`config.mk`:
```
export PLATFORM = sky130hd
export DESIGN_NAME = framed_command_receiver_flat
export DESIGN_NICKNAME = d
export VERILOG_FILES = /design/src/hdl/fcr_pkg.sv /design/src/hdl/fcr_interfaces.sv /design/src/hdl/framed_command_receiver.sv /design/src/hdl/fcr_core.sv /design/src/flat_wrapper.sv
export SDC_FILE = /design/constraint.sdc
export NUM_CORES = 1
export LEC_CHECK = 0
export BUFFER_PORTS_ARGS = -buffer_cell sky130_fd_sc_hd__buf_2
export CAP_MARGIN = 10
export CORE_MARGIN = 4
export CORE_UTILIZATION = 45
export DETAILED_ROUTE_END_ITERATION = 6
export SYNTH_ARGS = -nofsm -noshare
export SYNTH_HDL_FRONTEND = slang
export SYNTH_SLANG_ARGS = --single-unit
```
`constraint.sdc`:
```
create_clock -name clk -period 14 [get_ports clk]
set_input_delay 2.8 -clock clk [delete_from_list [all_inputs] [get_ports clk]]
set_output_delay 2.8 -clock clk [all_outputs]
set_load 0.05 [all_outputs]
```
`src/hdl/fcr_pkg.sv`:
```
// ----------------------------------------------------------------------------
// Framed command receiver: package
// Codes, reset values and the result item type.
// ----------------------------------------------------------------------------
package fcr_pkg;

  localparam int PACKET_BYTES_DEFAULT = 16;

  // Item opcodes
  localparam logic OP_BYTE = 1'b0;
  localparam logic OP_TICK = 1'b1;

  // Configuration register indexes
  localparam int  CFG_INDEX_W = 1;
  localparam int  CFG_DATA_W  = 16;
  localparam logic [CFG_INDEX_W-1:0] REG_TIMEOUT = 1'b0;
  localparam logic [CFG_INDEX_W-1:0] REG_MARKER  = 1'b1;

  localparam logic [15:0] TIMEOUT_RESET = 16'd500;
  localparam logic [7:0]  MARKER_RESET  = 8'hF0;
  localparam logic [7:0]  SUM_GOOD      = 8'hFF;

  typedef struct packed {
    logic [15:0] throttle;
    logic [7:0]  enable_value;
    logic        packet_good;
    logic        packet_bad;
    logic        timed_out;
  } result_t;

endpackage

```
`src/hdl/fcr_interfaces.sv`:
```
// ----------------------------------------------------------------------------
// Framed command receiver: channel interfaces
// Valid/ready channels for items in, results out and register writes.
// ----------------------------------------------------------------------------
interface fcr_cmd_if;
  logic       valid;
  logic       ready;
  logic       opcode;
  logic [7:0] rx_byte;

  modport source (output valid, output opcode, output rx_byte, input ready);
  modport sink   (input valid, input opcode, input rx_byte, output ready);
endinterface

interface fcr_result_if;
  logic        valid;
  logic        ready;
  logic [15:0] throttle;
  logic [7:0]  enable_value;
  logic        packet_good;
  logic        packet_bad;
  logic        timed_out;

  modport source (output valid, output throttle, output enable_value, output packet_good,
                  output packet_bad, output timed_out, input ready);
  modport sink   (input valid, input throttle, input enable_value, input packet_good,
                  input packet_bad, input timed_out, output ready);
endinterface

interface fcr_cfg_if;
  logic                            valid;
  logic                            ready;
  logic [fcr_pkg::CFG_INDEX_W-1:0] index;
  logic [fcr_pkg::CFG_DATA_W-1:0]  data;

  modport source (output valid, output index, output data, input ready);
  modport sink   (input valid, input index, input data, output ready);
endinterface

```
`src/hdl/framed_command_receiver.sv`:
```
// ----------------------------------------------------------------------------
// Framed command receiver: top level
// Results are registered in the output register, or in the skid slot on a stall.
// Throughput: one item per cycle while the skid slot is free, set by fcr_core.
// A two-slot output (result register plus skid) takes one more item under a stall.
// Reset (rst, synchronous): hunting, sums, held values and silence count zero,
// timeout 500 ticks, start marker 0xF0, no result pending.
// ----------------------------------------------------------------------------
module framed_command_receiver #(
  parameter int PACKET_BYTES = fcr_pkg::PACKET_BYTES_DEFAULT
) (
  input  logic  clk,
  input  logic  rst,
  fcr_cmd_if.sink      cmd,
  fcr_result_if.source result,
  fcr_cfg_if.sink      cfg
);

  // Configuration registers; user must write only while idle; no interlock enforces it.
  logic [15:0] timeout_ticks;
  logic [7:0]  start_marker;

  // Output register and skid slot
  logic             out_valid;
  fcr_pkg::result_t out_item;
  logic             skid_valid;
  fcr_pkg::result_t skid_item;

  logic             accept;
  fcr_pkg::result_t step_result;

  // Ready drops only when the skid slot is taken; a waiting result alone
  // never blocks the next item.
  assign cmd.ready = !skid_valid;
  assign accept    = cmd.valid && cmd.ready;
  assign cfg.ready = 1'b1;

  always_ff @(posedge clk) begin
    if (rst) begin
      timeout_ticks <= fcr_pkg::TIMEOUT_RESET;
      start_marker  <= fcr_pkg::MARKER_RESET;
    end else if (cfg.valid) begin
      unique case (cfg.index)
        fcr_pkg::REG_TIMEOUT: timeout_ticks <= cfg.data;
        fcr_pkg::REG_MARKER:  start_marker  <= cfg.data[7:0];
        default: ;
      endcase
    end
  end

  // Framing, checksum and silence timer: state advances on every taken item.
  fcr_core #(
    .PACKET_BYTES(PACKET_BYTES)
  ) u_core (
    .clk          (clk),
    .rst          (rst),
    .step         (accept),
    .opcode       (cmd.opcode),
    .rx_byte      (cmd.rx_byte),
    .timeout_ticks(timeout_ticks),
    .start_marker (start_marker),
    .result       (step_result)
  );

  // Result delivery: the skid slot drains first so order is kept.
  always_ff @(posedge clk) begin
    if (rst) begin
      out_valid  <= 1'b0;
      skid_valid <= 1'b0;
    end else if (!out_valid || result.ready) begin
      if (skid_valid) begin
        out_valid  <= 1'b1;
        skid_valid <= 1'b0;
      end else begin
        out_valid <= accept;
      end
    end else if (accept) begin
      skid_valid <= 1'b1;
    end
  end

  always_ff @(posedge clk) begin
    if (!out_valid || result.ready) begin
      if (skid_valid) begin
        out_item <= skid_item;
      end else if (accept) begin
        out_item <= step_result;
      end
    end else if (accept) begin
      skid_item <= step_result;
    end
  end

  assign result.valid        = out_valid;
  assign result.throttle     = out_item.throttle;
  assign result.enable_value = out_item.enable_value;
  assign result.packet_good  = out_item.packet_good;
  assign result.packet_bad   = out_item.packet_bad;
  assign result.timed_out    = out_item.timed_out;

endmodule

```
`src/hdl/fcr_core.sv`:
```
// ----------------------------------------------------------------------------
// Framed command receiver: frame and timeout engine
// Holds the framing state and works one item per enabled cycle.
// ----------------------------------------------------------------------------
module fcr_core #(
  parameter int PACKET_BYTES = fcr_pkg::PACKET_BYTES_DEFAULT
) (
  input  logic             clk,
  input  logic             rst,
  input  logic             step,
  input  logic             opcode,
  input  logic [7:0]       rx_byte,
  input  logic [15:0]      timeout_ticks,
  input  logic [7:0]       start_marker,
  output fcr_pkg::result_t result
);

  localparam int POS_W = $clog2(PACKET_BYTES);
  localparam logic [POS_W-1:0] POS_HUNT = '0;
  localparam logic [POS_W-1:0] POS_LO   = POS_W'(1);
  localparam logic [POS_W-1:0] POS_HI   = POS_W'(2);
  localparam logic [POS_W-1:0] POS_EN   = POS_W'(3);
  localparam logic [POS_W-1:0] POS_LAST = POS_W'(PACKET_BYTES - 1);

  logic [POS_W-1:0] position, position_next;
  logic [7:0]       running_sum, running_sum_next;
  logic [15:0]      pending_throttle, pending_throttle_next;
  logic [7:0]       pending_enable, pending_enable_next;
  logic [15:0]      held_throttle, held_throttle_next;
  logic [7:0]       held_enable, held_enable_next;
  logic [15:0]      silence_ticks, silence_ticks_next;
  logic [7:0]       sum_add;
  logic             good, bad, timed;

  assign sum_add = running_sum + rx_byte;

  always_comb begin
    position_next         = position;
    running_sum_next      = running_sum;
    pending_throttle_next = pending_throttle;
    pending_enable_next   = pending_enable;
    held_throttle_next    = held_throttle;
    held_enable_next      = held_enable;
    silence_ticks_next    = silence_ticks;
    good                  = 1'b0;
    bad                   = 1'b0;

    if (opcode == fcr_pkg::OP_TICK) begin
      if (silence_ticks < timeout_ticks) begin
        silence_ticks_next = silence_ticks + 16'd1;
      end
    end else if (position == POS_HUNT) begin
      if (rx_byte == start_marker) begin
        running_sum_next = rx_byte;
        position_next    = POS_LO;
      end
    end else begin
      running_sum_next = sum_add;
      case (position)
        POS_LO:  pending_throttle_next[7:0]  = rx_byte;
        POS_HI:  pending_throttle_next[15:8] = rx_byte;
        POS_EN:  pending_enable_next         = rx_byte;
        default: ;
      endcase
      if (position == POS_LAST) begin
        position_next = POS_HUNT;
        if (sum_add == fcr_pkg::SUM_GOOD) begin
          // pending values taken after this byte: a short frame ends on the enable byte
          held_throttle_next = pending_throttle_next;
          held_enable_next   = pending_enable_next;
          silence_ticks_next = '0;
          good               = 1'b1;
        end else begin
          bad = 1'b1;
        end
      end else begin
        position_next = position + POS_W'(1);
      end
    end

    timed = silence_ticks_next >= timeout_ticks;
    if (timed) begin
      held_throttle_next = '0;
      held_enable_next   = '0;
    end
  end

  always_comb begin
    result.throttle     = held_throttle_next;
    result.enable_value = held_enable_next;
    result.packet_good  = good;
    result.packet_bad   = bad;
    result.timed_out    = timed;
  end

  always_ff @(posedge clk) begin
    if (rst) begin
      position         <= POS_HUNT;
      running_sum      <= '0;
      pending_throttle <= '0;
      pending_enable   <= '0;
      held_throttle    <= '0;
      held_enable      <= '0;
      silence_ticks    <= '0;
    end else if (step) begin
      position         <= position_next;
      running_sum      <= running_sum_next;
      pending_throttle <= pending_throttle_next;
      pending_enable   <= pending_enable_next;
      held_throttle    <= held_throttle_next;
      held_enable      <= held_enable_next;
      silence_ticks    <= silence_ticks_next;
    end
  end

endmodule

```
`src/flat_wrapper.sv`:
```
// flat-port wrapper written by rule: the top's interface ports become plain ports
module framed_command_receiver_flat 
#(
  parameter int PACKET_BYTES = fcr_pkg::PACKET_BYTES_DEFAULT
)
  (clk, rst, cmd_valid, cmd_opcode, cmd_rx_byte, cmd_ready, result_valid, result_throttle, result_enable_value, result_packet_good, result_packet_bad, result_timed_out, result_ready, cfg_valid, cfg_index, cfg_data, cfg_ready);
  fcr_cmd_if cmd_i ();
  fcr_result_if result_i ();
  fcr_cfg_if cfg_i ();
  input  logic clk;
  input  logic rst;
  input wire logic [$bits(cmd_i.valid)-1:0] cmd_valid;
  input wire logic [$bits(cmd_i.opcode)-1:0] cmd_opcode;
  input wire logic [$bits(cmd_i.rx_byte)-1:0] cmd_rx_byte;
  output wire logic [$bits(cmd_i.ready)-1:0] cmd_ready;
  output wire logic [$bits(result_i.valid)-1:0] result_valid;
  output wire logic [$bits(result_i.throttle)-1:0] result_throttle;
  output wire logic [$bits(result_i.enable_value)-1:0] result_enable_value;
  output wire logic [$bits(result_i.packet_good)-1:0] result_packet_good;
  output wire logic [$bits(result_i.packet_bad)-1:0] result_packet_bad;
  output wire logic [$bits(result_i.timed_out)-1:0] result_timed_out;
  input wire logic [$bits(result_i.ready)-1:0] result_ready;
  input wire logic [$bits(cfg_i.valid)-1:0] cfg_valid;
  input wire logic [$bits(cfg_i.index)-1:0] cfg_index;
  input wire logic [$bits(cfg_i.data)-1:0] cfg_data;
  output wire logic [$bits(cfg_i.ready)-1:0] cfg_ready;
  assign cmd_i.valid = cmd_valid;
  assign cmd_i.opcode = cmd_opcode;
  assign cmd_i.rx_byte = cmd_rx_byte;
  assign cmd_ready = cmd_i.ready;
  assign result_valid = result_i.valid;
  assign result_throttle = result_i.throttle;
  assign result_enable_value = result_i.enable_value;
  assign result_packet_good = result_i.packet_good;
  assign result_packet_bad = result_i.packet_bad;
  assign result_timed_out = result_i.timed_out;
  assign result_i.ready = result_ready;
  assign cfg_i.valid = cfg_valid;
  assign cfg_i.index = cfg_index;
  assign cfg_i.data = cfg_data;
  assign cfg_ready = cfg_i.ready;
  framed_command_receiver #(.PACKET_BYTES(PACKET_BYTES)) u_core (.clk(clk), .rst(rst), .cmd(cmd_i), .result(result_i), .cfg(cfg_i));
endmodule
```
# --- Word level (Yosys, flattened, before mapping) ---
# Cells that the tools add are included.
word_totals:
  reg_bits: 156
  inputBits: 31
  output_inout_bits: 30
  word_cells: 84
op_classes:
  addsub: 3
  magnitude_cmp: 2
  eq_ne: 7
  n_mux: 34
  bitwise_logic: 4
  reduce_logical: 13
op_table:
  columns: ["cell", "count"]
  rows:
  - ["16-bit two-way mux", 10]
  - ["8-bit two-way mux", 10]
  - ["27-bit two-way mux", 2]
  - ["16-bit by 1-bit adder with 16-bit output, second input constant", 1]
  - ["16-bit greater-or-equal comparator", 1]
  - ["16-bit less-than comparator", 1]
  - ["4-bit two-way mux", 3]
  - ["1-bit two-way mux", 9]
  - ["8-bit adder", 1]
  - ["4-bit by 2-bit equality test with 1-bit output, second input constant", 2]
  - ["8-bit equality test", 1]
  - ["8-bit equality test, second input constant", 1]
  - ["2-bit AND reduction", 4]
  - ["3-bit AND reduction", 2]
  - ["4-bit by 1-bit adder with 4-bit output, second input constant", 1]
  - ["4-bit by 1-bit equality test with 1-bit output, second input constant", 1]
  - ["4-bit equality test, second input constant", 1]
  - ["4-bit logical NOT", 1]
  - ["1-bit inverter", 4]
  - ["1-bit logical NOT", 2]
  - ["2-bit by 1-bit != test with 1-bit output, second input constant", 1]
  - ["2-bit nonzero test", 1]
  - ["2-bit OR reduction", 1]
  - ["1-bit logical AND", 1]
  - ["1-bit logical OR", 1]

# --- Logic depth before layout (Yosys ltp) ---
# Gate-level depths: netlist of the first run.
logic_depth:
  depth_word: 10
  mapped_depth: 23
  ltp_nobuf: 17

# --- By module ---
# From an unflattened synthesis of the first run, not the netlist that was laid out.
unflattened:
  cells_unflattened: 822
  hier_area_um2: 8440.6
modules_own_cells:
  columns: ["mod", "instances", "cells_each", "area_each_um2", "seq_area_each_um2"]
  rows:
  - ["fcr_core", 1, 624, 5272.6, 1521.5]
  - ["framed_command_receiver", 1, 198, 3168.0, 2142.1]

# --- Worst setup path before layout of the first run ---
# OpenSTA, ideal clock, no wires.
synth_path:
  path_kind: "in2reg"
  start: "input port cmd_rx_byte[0]"
  end: "register u_core.u_core.held_enable[4]"
  setup_ps: 69
  arrival_time_ps: 7258
  t_required_ps: 13931
  slack_ps: 6674
  path_stages: 22
  path_buffers: 5
  cell_sequence: "ha_1 -> fa_1 -> and3_1 -> o21a_1 -> o211ai_1 -> nand4_1 -> clkbuf_1 -> or3_1 -> clkbuf_1 -> clkbuf_1 -> o211ai_1 -> o31ai_1 -> ha_1 -> a21oi_1 -> nor2_1 -> a211oi_1 -> a21oi_1 -> a211o_1 -> clkbuf_1 -> a211oi_1 -> buf_2 -> o2bb2ai_2"
synth_between:
  elab_chain_len: 8
  elab_cells_between_ends: 12
  classes_between: "add/sub: 1; order compare: 1; eq/ne: 1; mux: 9"
synth_lines:
  columns: ["element", "line_no", "source"]
  rows:
  - ["start: declaration", "flat_wrapper.sv:14", "input wire logic [$bits(cmd_i.rx_byte)-1:0] cmd_rx_byte;"]
  - ["8-bit adder", "fcr_core.sv:35", "assign sum_add = running_sum + rx_byte;"]
  - ["8-bit equality test", "fcr_core.sv:67", "if (sum_add == fcr_pkg::SUM_GOOD) begin"]
  - ["16-bit two-way mux", "fcr_core.sv:67", null]
  - ["16-bit two-way mux", "fcr_core.sv:65", "if (position == POS_LAST) begin"]
  - ["16-bit two-way mux", "fcr_core.sv:52", "end else if (position == POS_HUNT) begin"]
  - ["16-bit two-way mux", "fcr_core.sv:48", "if (opcode == fcr_pkg::OP_TICK) begin"]
  - ["net u_core.u_core.silence_ticks_next[8]", "fcr_core.sv:31", "logic [15:0] silence_ticks, silence_ticks_next;"]
  - ["16-bit greater-or-equal comparator", "fcr_core.sv:81", "timed = silence_ticks_next >= timeout_ticks;"]
  - ["8-bit two-way mux", "fcr_core.sv:82", "if (timed) begin"]
  - ["end signal: assignment", "fcr_core.sv:111", "held_enable <= held_enable_next;"]
  - ["end: declaration", "fcr_core.sv:30", "logic [7:0] held_enable, held_enable_next;"]
# The timed path passes the listed nets, and every way through them passes these cells.
# A chain may end at the register's enable or synchronous reset.

# --- Worst setup path after layout of the first run ---
layout_path:
  start: "input port cmd_rx_byte[0]"
  end: "register u_core.u_core.held_throttle[6]"
layout_between:
  elab_chain_len: 8
  elab_cells_between_ends: 12
  classes_between: "add/sub: 1; order compare: 1; eq/ne: 1; mux: 9"
layout_lines:
  columns: ["element", "line_no", "source"]
  rows:
  - ["8-bit adder", "fcr_core.sv:35", null]
  - ["8-bit equality test", "fcr_core.sv:67", null]
  - ["16-bit two-way mux", "fcr_core.sv:67", null]
  - ["16-bit two-way mux", "fcr_core.sv:65", null]
  - ["16-bit two-way mux", "fcr_core.sv:52", null]
  - ["16-bit two-way mux", "fcr_core.sv:48", null]
  - ["net u_core.u_core.silence_ticks_next[5]", "fcr_core.sv:31", null]
  - ["16-bit greater-or-equal comparator", "fcr_core.sv:81", null]
  - ["16-bit two-way mux", "fcr_core.sv:82", null]
  - ["end signal: assignment", "fcr_core.sv:110", "held_throttle <= held_throttle_next;"]
  - ["end: declaration", "fcr_core.sv:29", "logic [15:0] held_throttle, held_throttle_next;"]
# The timed path passes the listed nets, and every way through them passes these cells.

==> results of run 1 <==
layer usage:
layer	routed length [um]	track usage (%)	part of all wire, %	vias up
met5	0	0	0	-
met4	367	7.07	1.9	0
met2	8690	29.2	45	167
met1	9060	27.6	47	3045
li1	-	-	-	3164
met3	1040	4.28	5.4	36
logic make-up (layout without fill, tap and decap cells):
family | Yosys count | count (layout) | share of synthesized area [%]
buffers and inverters | 88 | 131 | 4.40
DFF | 156 | 156 | 45.7
muxes | 35 | 35 | 4.38
adders and majority gates | 44 | 44 | 6.96
and+or+nand+nor | 276 | 276 | 16.3
AOI/OAI and AO/OA | 221 | 221 | 20.9
xor gates and xnor gates | 13 | 13 | 1.42
other | 1 | 1 | 0.0467
cell type report:
| type | count | area (sq um) | area share, % |
|---|---|---|---|
| Tap cell | 225 | 282 | 3.08 |
| Clock inverter | 13 | 215 | 2.35 |
| Inverter | 26 | 97.6 | 1.07 |
| Multi-Input combinational cell | 590 | 4030 | 44.1 |
| Clock buffer | 19 | 433 | 4.73 |
| Timing Repair Buffer | 73 | 420 | 4.60 |
| Sequential cell | 156 | 3660 | 40.1 |
state kept, by name, summed over array words and instances, names as in the netlist, 8 cells and up:
signal / flops
u_core.result.enable_value: 8
u_core.result.throttle: 16
u_core.skid_item: 27
u_core.start_marker: 8
u_core.timeout_ticks: 16
u_core.u_core.held_enable: 8
u_core.u_core.held_throttle: 16
u_core.u_core.pending_enable: 8
u_core.u_core.pending_throttle: 16
u_core.u_core.running_sum: 8
u_core.u_core.silence_ticks: 16
layout by cell type, fill, tap and decap left out, drive strengths merged, types with 3 or more instances in the layout:
master	count
buf	73
o21ai	18
o211ai	6
edfxtp	54
nor2	77
nor3	8
a311oi	8
o2bb2ai	24
a21oi	59
nand4	12
xnor2	11
dfxtp	102
inv	28
ha	43
nand2b	3
o31ai	29
a21o	7
nor4	26
bufinv	5
o21a	4
and2	6
or3	14
a211oi	31
clkinv	4
a211o	13
and3	10
mux2i	34
clkbuf	19
a31oi	13
or4	4
nand2	83
nor2b	6
nand3	22
how the worst max path moves through the flow:
stage / slack [ns] / endpoint / startpoint
6_report: 6.07 / u_core.u_core.held_throttle[6] / cmd_rx_byte[0]
5_1_grt: 5.73 / u_core.u_core.held_throttle[13] / cmd_rx_byte[0]
4_1_cts: 5.91 / u_core.u_core.held_enable[3] / cmd_rx_byte[0]
3_5_place_dp: 5.49 / u_core.u_core.held_enable[3] / cmd_rx_byte[0]
3_3_place_gp: 5.69 / u_core.u_core.held_throttle[11] / cmd_rx_byte[0]
2_1_floorplan: 6.67 / u_core.u_core.held_enable[4] / cmd_rx_byte[0]
through the flow:
stage | worst slack [ns] | cell area [sq um] | util (%)
finish | 6.07 | 9150 | 52.7
global route | 5.73 | 9150 | 52.7
CTS | 5.91 | 9120 | 52.5
detailed placement | 5.49 | 8470 | 48.8
global placement | 5.69 | 8470 | 48.8
floorplan | 6.67 | 8020 | -
power groups by stage:
stage | clock network [uW] | registers (uW) | logic, uW
after global placement | 0 | 492 | 76.2
after CTS | 517 | 483 | 78.8
after floorplan | 0 | 508 | 38.4
final | 508 | 483 | 78.6
after detailed placement | 0 | 493 | 78.3
after global routing | 541 | 484 | 85.5
worst max-delay path: stages:
cell and delay (ns):
buf_2 0.15, ha_1 0.27, fa_1 0.41, and3_1 0.23, o21a_1 0.21, o211ai_1 0.26
nand4_1 0.12, buf_4 0.25, nor3_1 0.62, a211o_1 0.20, o21ai_0 0.09, ha_1 0.31
a22o_1 0.23, nor4_1 0.21, o211ai_1 0.12, a211o_1 0.29, buf_4 0.29, or4_1 0.79
buf_16 0.27, o2bb2ai_2 0.14
==> qor.csv, run 1 <==
stage;metric;value;unit
pwr;Lkg Pwr;0.00338;uW
run;total of max-cap violations;0;
synthesis;sequential element share of the synthesized area;45.7;%
run_status;status;completed;
floorplan;Die Wd;142;um
cts;CTS Sinks;156;
final_layout;non-filler instance count after layout;1102;
final_layout;post-layout net count;939;
setup_path;Crit Reg-Reg Endpoint;u_core.u_core.held_throttle[6];
sta;Least-Margin Pin Slew;1.18;ns
sta;min Tclk post-route;7.93;ns
setup_path;crit path kind;in -> reg;
synthesis;main area contributors after synthesis;dfxtp_1, edfxtp_1, ha_1, mux2i_1, nand2_1;
pwr;Worst IR Drop VDD;0.0000931;V
floorplan;die area;20000;sq um
synthesis;Post-Syn Instances;834;
synthesis;top_reg_cell synth;dfxtp_1;
global_route;global-route wire length before repair;31.5;mm
synthesis;Post-Syn Area;8020;sq um
sta;setup TNS;0;ns
pwr;Sw Pwr;250;uW
sta;Slew Limit Fails;0;
global_route;Total GRT Usage;19.4;%
pwr;Int Power;819;uW
cts;CTS Root Buffer Type;clkbuf_16;
pwr;clock network power share;47.5;%
final_layout;fill cell count;1570;
global_route;initial antenna violation count;0;
cts;H-tree depth;4;
sta;post-route clock skew;0.00768;ns
setup_path;Arr. time, crit path;8.29;ns
min_path;Worst Hold Launch;u_core.timeout_ticks[3];
global_route;largest net degree at the start of global routing;83;
route;DRT Pass-1 Iters;5;
route;vias per cell;5.82;
min_path;hold path endpoint;u_core.timeout_ticks[3];
final_layout;share of cells above drive strength 1;15.1;%
setup_path;Critical Path Fanout Max;52;
final_layout;Layout area overhead;14.0;%
route;post-route ant nets;0;
place;Port Buffers;59;
synthesis;Yosys Warn Count;0;
route;routed len/inst;17.4;um
setup_path;Worst Path Required;14.36;ns
pwr;Final Power;1070;uW
cts;total CTS buffers;17;
cts;CTS Hold Bufs;0;
synthesis;Yosys top cell by area;dfxtp_1;
setup_path;FF-to-FF path depth;19;
floorplan;FP Rows;48;
route;DR vias;6412;
pwr;Combinational Power Share;7.4;%
sta;unrepaired setup endpoints after global routing;no;
cts;Clock Path Buffers;2;
sta;fin crit share;56.6;%
place;Placed Cells;1069;
route;DRC;0;
setup_path;worst r2r src;u_core.u_core.running_sum[0];
pwr;Switching Share;23.4;%
synthesis;Mean Syn Cell Area;9.62;sq um
cts;post_cts resized;0;
cts;CTS tree;yes;
sta;Hold Fails Final Rpt;0;
sta;final setup fails;0;
synthesis;Post-synth EDFFs;54;
synthesis;async set-reset flop share out of synthesis;0;%
setup_path;Critical Path Sink Type;register;
min_path;Hold Path Class;reg -> reg;
cts;Clk Latency, worst-skew pair;0.42;ns
synthesis;Post-synth top cells;dfxtp_1, nand2_1, nor2_1;
place;DPL Wire Length;13.3;mm
cts;Post-CTS Setup Repair Bufs;0;
floorplan;Initial Util;46.2;%
place;GPL Wtd Cong;0.877;
floorplan;num ports;61;
synthesis;top-count cell post-synth;dfxtp_1;
route;1st-iter DRT viols;508;
sta;FMAX;126;MHz
sta;Rel. slew slack;21.6;%
synthesis;share of the synthesized area in the top cell type;25.5;%
setup_path;Startpoint Class;input port;
synthesis;library cells used by synthesis;56;
global_route;vias in the first global route;6087;
floorplan;Core Box Area;17400;sq um
setup_path;flop-to-flop setup slack;8.32;ns
cts;clock slew at reported path FFs;0.06;ns
synthesis;FF+latch count, synth;156;
sta;hold slack;0.456;ns
route;Final Routed Wirelength;19.2;mm
synthesis;Net Count, Synth;909;
floorplan;Die Span Y;142;um
pwr;share of power burned in registers;45.2;%
global_route;grt ovf;0;
pwr;PD cells;117;nW/um^2
min_path;Worst Hold Depth;2;
final_layout;diodes inserted;0;
No activity file was read; power rests on OpenSTA's default activity.
==> inputs of run 2 (changes only) <==
ABC_AREA = 1   (was not set)
clock period = 6.9 ns   (was 14 ns; I/O delays follow)
==> run 2 against run 1 <==
Via count is 12% higher. Core utilization is 0.79 points lower. Die area rose by 4.3%. Clock-buffer cell count down 1. Register-to-register slack got worse by 6.0 ns. Synthesized cell count rose by 34%. Largest cell class unchanged. Highest routed layer unchanged.
==> qor.csv, run 2 <==
stage;metric;value;unit;change
run_status;status;completed;;unchanged
setup_path;delay of the slowest cell on the worst path;0.74;ns;was 0.79 ns
final_layout;max reg flops;27;;unchanged
synthesis;mux cell area share after synthesis;0;%;was 4.38%
pwr;Lkg Pwr;0.00434;uW;was 0.00338 uW
pwr;Int Power;1690;uW;was 819 uW
synthesis;Mean Syn Cell Area;7.51;sq um;was 9.62 sq um
route;1st-iter DRT viols;512;;was 508
route;DRT Pass-1 Iters;5;;unchanged
setup_path;Startpoint Class;input port;;unchanged
global_route;Total GRT Usage;19.6;%;was 19.4%
setup_path;Crit Reg-Reg Endpoint;u_core.result.throttle[2];;was u_core.u_core.held_throttle[6]
cts;post_cts resized;0;;unchanged
floorplan;Die Span Y;145;um;was 142 um
synthesis;sequential element share of the synthesized area;43.7;%;was 45.7%
global_route;initial antenna violation count;0;;unchanged
sta;Worst Setup Slack, final;1.63;ns;was 6.07 ns
place;GPL Wtd Cong;0.887;;was 0.877
sta;fin crit share;76.4;%;
sta;Least-Margin Pin Slew;0.972;ns;was 1.18 ns
sta;post-route clock skew;0.0106;ns;was 0.00768 ns
sta;Rel. slew slack;35.2;%;was 21.6%
setup_path;Critical Path Sink Type;register;;unchanged
route;top sig layer;met4;;unchanged
cts;CTS tree;yes;;unchanged
setup_path;Worst Path Required;7.05;ns;was 14.36 ns
floorplan;Die Wd;145;um;was 142 um
final_layout;Biggest register;u_core.skid_item;;unchanged
route;Final Routed Wirelength;20.0;mm;was 19.2 mm
cts;Clock Path Buffers;2;;unchanged
floorplan;FP Rows;49;;was 48
min_path;Hold Path Class;reg -> reg;;unchanged
floorplan;Core Box Area;18100;sq um;was 17400 sq um
cts;Post-CTS Setup Repair Bufs;0;;unchanged
synthesis;largest family of logic cells by synthesized area;simple AND/OR/NAND/NOR gates;;was compound AO/OA/AOI/OAI gates
setup_path;Worst path slowest cell;nand3_2;;was or4_1
floorplan;die area;20900;sq um;was 20000 sq um
setup_path;Crit path max-delay family;simple AND/OR/NAND/NOR gates;;unchanged
setup_path;CP bufs+invs;4;;unchanged
final_layout;share of cells above drive strength 1;12.5;%;was 15.1%
sta;Hold Fails Final Rpt;0;;unchanged
synthesis;Post-synth EDFFs;54;;unchanged
pwr;Worst IR Drop VDD;0.000175;V;was 0.0000931 V
floorplan;num ports;61;;unchanged
setup_path;Worst path most repeated cell;nand3_1;;
cts;clock slew at reported path FFs;0.07;ns;was 0.06 ns
cts;CTS Root Buffer Type;clkbuf_16;;unchanged
run;total of max-cap violations;0;;unchanged
global_route;vias in the first global route;6605;;was 6087
synthesis;Post-synth top cells;nand2_1, nand3_1, inv_1;;was dfxtp_1, nand2_1, nor2_1
sta;setup TNS;0;ns;unchanged
place;Port Buffers;59;;unchanged
setup_path;FF-to-FF path depth;21;;was 19
synthesis;main area contributors after synthesis;dfxtp_1, edfxtp_1, nand2_1, nand3_1, ha_1;;was dfxtp_1, edfxtp_1, ha_1, mux2i_1, nand2_1
final_layout;diodes inserted;0;;unchanged
synthesis;async set-reset flop share out of synthesis;0;%;unchanged
setup_path;worst r2r src;u_core.u_core.running_sum[0];;unchanged
synthesis;library cells used by synthesis;38;;was 56
cts;H-tree depth;4;;unchanged
pwr;Combinational Power Share;13.9;%;was 7.4%
synthesis;XOR/XNOR share of the synthesized area;0.627;%;was 1.42%
route;post-route ant nets;0;;unchanged
sta;hold slack;0.465;ns;was 0.456 ns
synthesis;Yosys top cell by area;dfxtp_1;;unchanged
cts;Clk Latency, worst-skew pair;0.42;ns;about the same
sta;unrepaired setup endpoints after global routing;no;;unchanged
setup_path;Arr. time, crit path;5.43;ns;was 8.29 ns
min_path;Worst Hold Launch;u_core.u_core.pending_enable[0];;was u_core.timeout_ticks[3]
global_route;largest net degree at the start of global routing;92;;was 83
synthesis;Post-Syn Area;8390;sq um;was 8020 sq um
synthesis;Synth Area in Compound Gates;14.3;%;was 20.9%
route;vias per cell;5.19;;was 5.82
setup_path;flop-to-flop setup slack;2.37;ns;was 8.32 ns
route;DRT met1 WL;9.91;mm;was 9.06 mm
place;DPL Wire Length;13.3;mm;about the same
sta;final setup fails;0;;unchanged
final_layout;commonest non-fill, non-tap cell in the layout;nand2_1;;was dfxtp_1
global_route;grt ovf;0;;unchanged
setup_path;crit-path cells;buf_2 > ha_1 > fa_1 > nand3_1 > nand3_1 > nand2_1 > nand3_1 > nor2_1 > nand3_2 > nand3_1 > nand2_1 > ha_1 > nand2_1 > inv_1 > nand3_1 > inv_2 > nand4_1 > nor4_1 > nor2_2 > buf_4 > nand2_1 > o21ai_1;;was buf_2 > ha_1 > fa_1 > and3_1 > o21a_1 > o211ai_1 > nand4_1 > buf_4 > nor3_1 > a211o_1 > o21ai_0 > ha_1 > a22o_1 > nor4_1 > o211ai_1 > a211o_1 > buf_4 > or4_1 > buf_16 > o2bb2ai_2
route;DRC;0;;unchanged
final_layout;commonest cells after routing, fill and taps aside;nand2_1, nand3_1, inv_1, dfxtp_1, a21oi_1;;was dfxtp_1, nand2_1, nor2_1, a21oi_1, buf_2
synthesis;top-count cell post-synth;nand2_1;;was dfxtp_1
pwr;share of power burned in registers;43.3;%;was 45.2%
sta;Slew Limit Fails;0;;unchanged
synthesis;Yosys Warn Count;0;;unchanged
place;pre-CTS setup slack;1.14;ns;was 5.49 ns
synthesis;Net Count, Synth;1192;;was 909
synthesis;FF+latch count, synth;156;;unchanged
min_path;hold path endpoint;u_core.u_core.pending_enable[0];;was u_core.timeout_ticks[3]
setup_path;Critical Path Fanout Max;42;;was 52
sta;FMAX;190;MHz;
route;met3 WL;660;um;was 1.04 mm
pwr;clock network power share;42.8;%;was 47.5%
pwr;Sw Pwr;672;uW;was 250 uW
pwr;PD cells;251;nW/um^2;was 117 nW/um^2
cts;total CTS buffers;17;;unchanged
synthesis;share of the synthesized area in the top cell type;24.4;%;was 25.5%
floorplan;Initial Util;46.2;%;about the same
synthesis;Post-Synth Adder-Cell Area;6.65;%;was 6.96%
route;routed len/inst;14.4;um;was 17.4 um
final_layout;Layout area overhead;12.3;%;was 14.0%
cts;CTS Sinks;156;;unchanged
route;wire length on met2;9.12;mm;was 8.69 mm
synthesis;Synth Area in Simple Gates;25.9;%;was 16.3%
setup_path;crit path kind;in -> reg;;unchanged
min_path;Worst Hold Depth;2;;unchanged
global_route;global-route wire length before repair;32.7;mm;was 31.5 mm
synthesis;top_reg_cell synth;dfxtp_1;;unchanged
final_layout;fill cell count;1759;;was 1570
final_layout;post-layout net count;1222;;was 939
sta;min Tclk post-route;5.27;ns;
synthesis;Post-Syn Instances;1117;;was 834
cts;CTS Hold Bufs;0;;unchanged
pwr;Switching Share;28.5;%;was 23.4%
route;DR vias;7203;;was 6412
==> run 2: cell count changes after synthesis, moves of 20 or more <==
cell and change:
inv_1 +95, mux2i_1 -34, o31ai_1 -27, a211oi_1 -27
a21oi_1 +37, nand3_1 +102, o2bb2ai_2 -20, o21ai_1 +24
clkbuf_1 -20, nand2_1 +202, nor4_1 -25, o21ai_0 +65
nor2_1 -30
==> run 2: worst min-delay path, delay by kind of cell (launching register included) <==
kind | cells | cell delay, ns
AO/OA/AOI/OAI | 1 | 0.05
flip-flops | 1 | 0.31
AND/OR/NAND/NOR | 1 | 0.06
==> run 2: logic make-up (layout without fill, tap and decap cells) <==
group | after synthesis | after routing
adders and majority gates | 44 | 44
and+or+nand+nor | 500 | 500
buffers and inverters | 184 | 227
xor gates and xnor gates | 6 | 6
DFF | 156 | 156
AOI/OAI and AO/OA | 226 | 226
other | 1 | 1
==> run 2: how the worst max path moves through the flow <==
stage,end,startpoint,cells after the start,slack (ns)
3_5_place_dp,u_core.result.throttle[13],cmd_rx_byte[0],22,1.14
3_3_place_gp,u_core.result.throttle[4],cmd_rx_byte[0],22,1.28
4_1_cts,u_core.result.throttle[2],cmd_rx_byte[0],22,1.58
5_1_grt,u_core.result.throttle[5],cmd_rx_byte[0],22,1.01
6_report,u_core.result.throttle[2],cmd_rx_byte[0],22,1.63
2_1_floorplan,u_core.result.timed_out,cmd_rx_byte[0],21,2.33
==> run 2: layout make-up <==
cell class | count | area (sq um) | area share, %
Inverter | 129 | 484 | 5.14
Tap cell | 229 | 287 | 3.04
Sequential cell | 156 | 3660 | 38.9
Timing Repair Buffer | 66 | 348 | 3.69
Clock buffer | 18 | 439 | 4.66
Multi-Input combinational cell | 777 | 4000 | 42.5
Clock inverter | 14 | 196 | 2.09
==> run 2: routing by layer <==
layer,global-route usage [%],vias to the layer above
li1,-,3767
met1,27.0,3289
met2,31.4,130
met3,4.13,17
met4,5.45,0
met5,0,-
==> run 2: per-stage QoR <==
| step | util (%) | area (sq um) | std cells | total power [uW] |
|---|---|---|---|---|
| 3_5_place_dp | 48.4 | 8780 | 1357 | 1370 |
| 3_3_place_gp | 48.4 | 8780 | 1357 | 1370 |
| 5_1_grt | 51.9 | 9420 | 1389 | 2470 |
| 4_1_cts | 51.9 | 9420 | 1389 | 2380 |
| 6_report | 51.9 | 9420 | 1389 | 2360 |
| 2_1_floorplan | - | 8390 | 1117 | 1290 |
==> run 2: power by group through the flow <==
stage | registers, uW | logic [uW] | clock network [uW]
after CTS | 1020 | 331 | 1030
after global routing | 1030 | 371 | 1070
final | 1020 | 328 | 1010
after floorplan | 1090 | 197 | 0
after global placement | 1040 | 328 | 0
after detailed placement | 1040 | 330 | 0
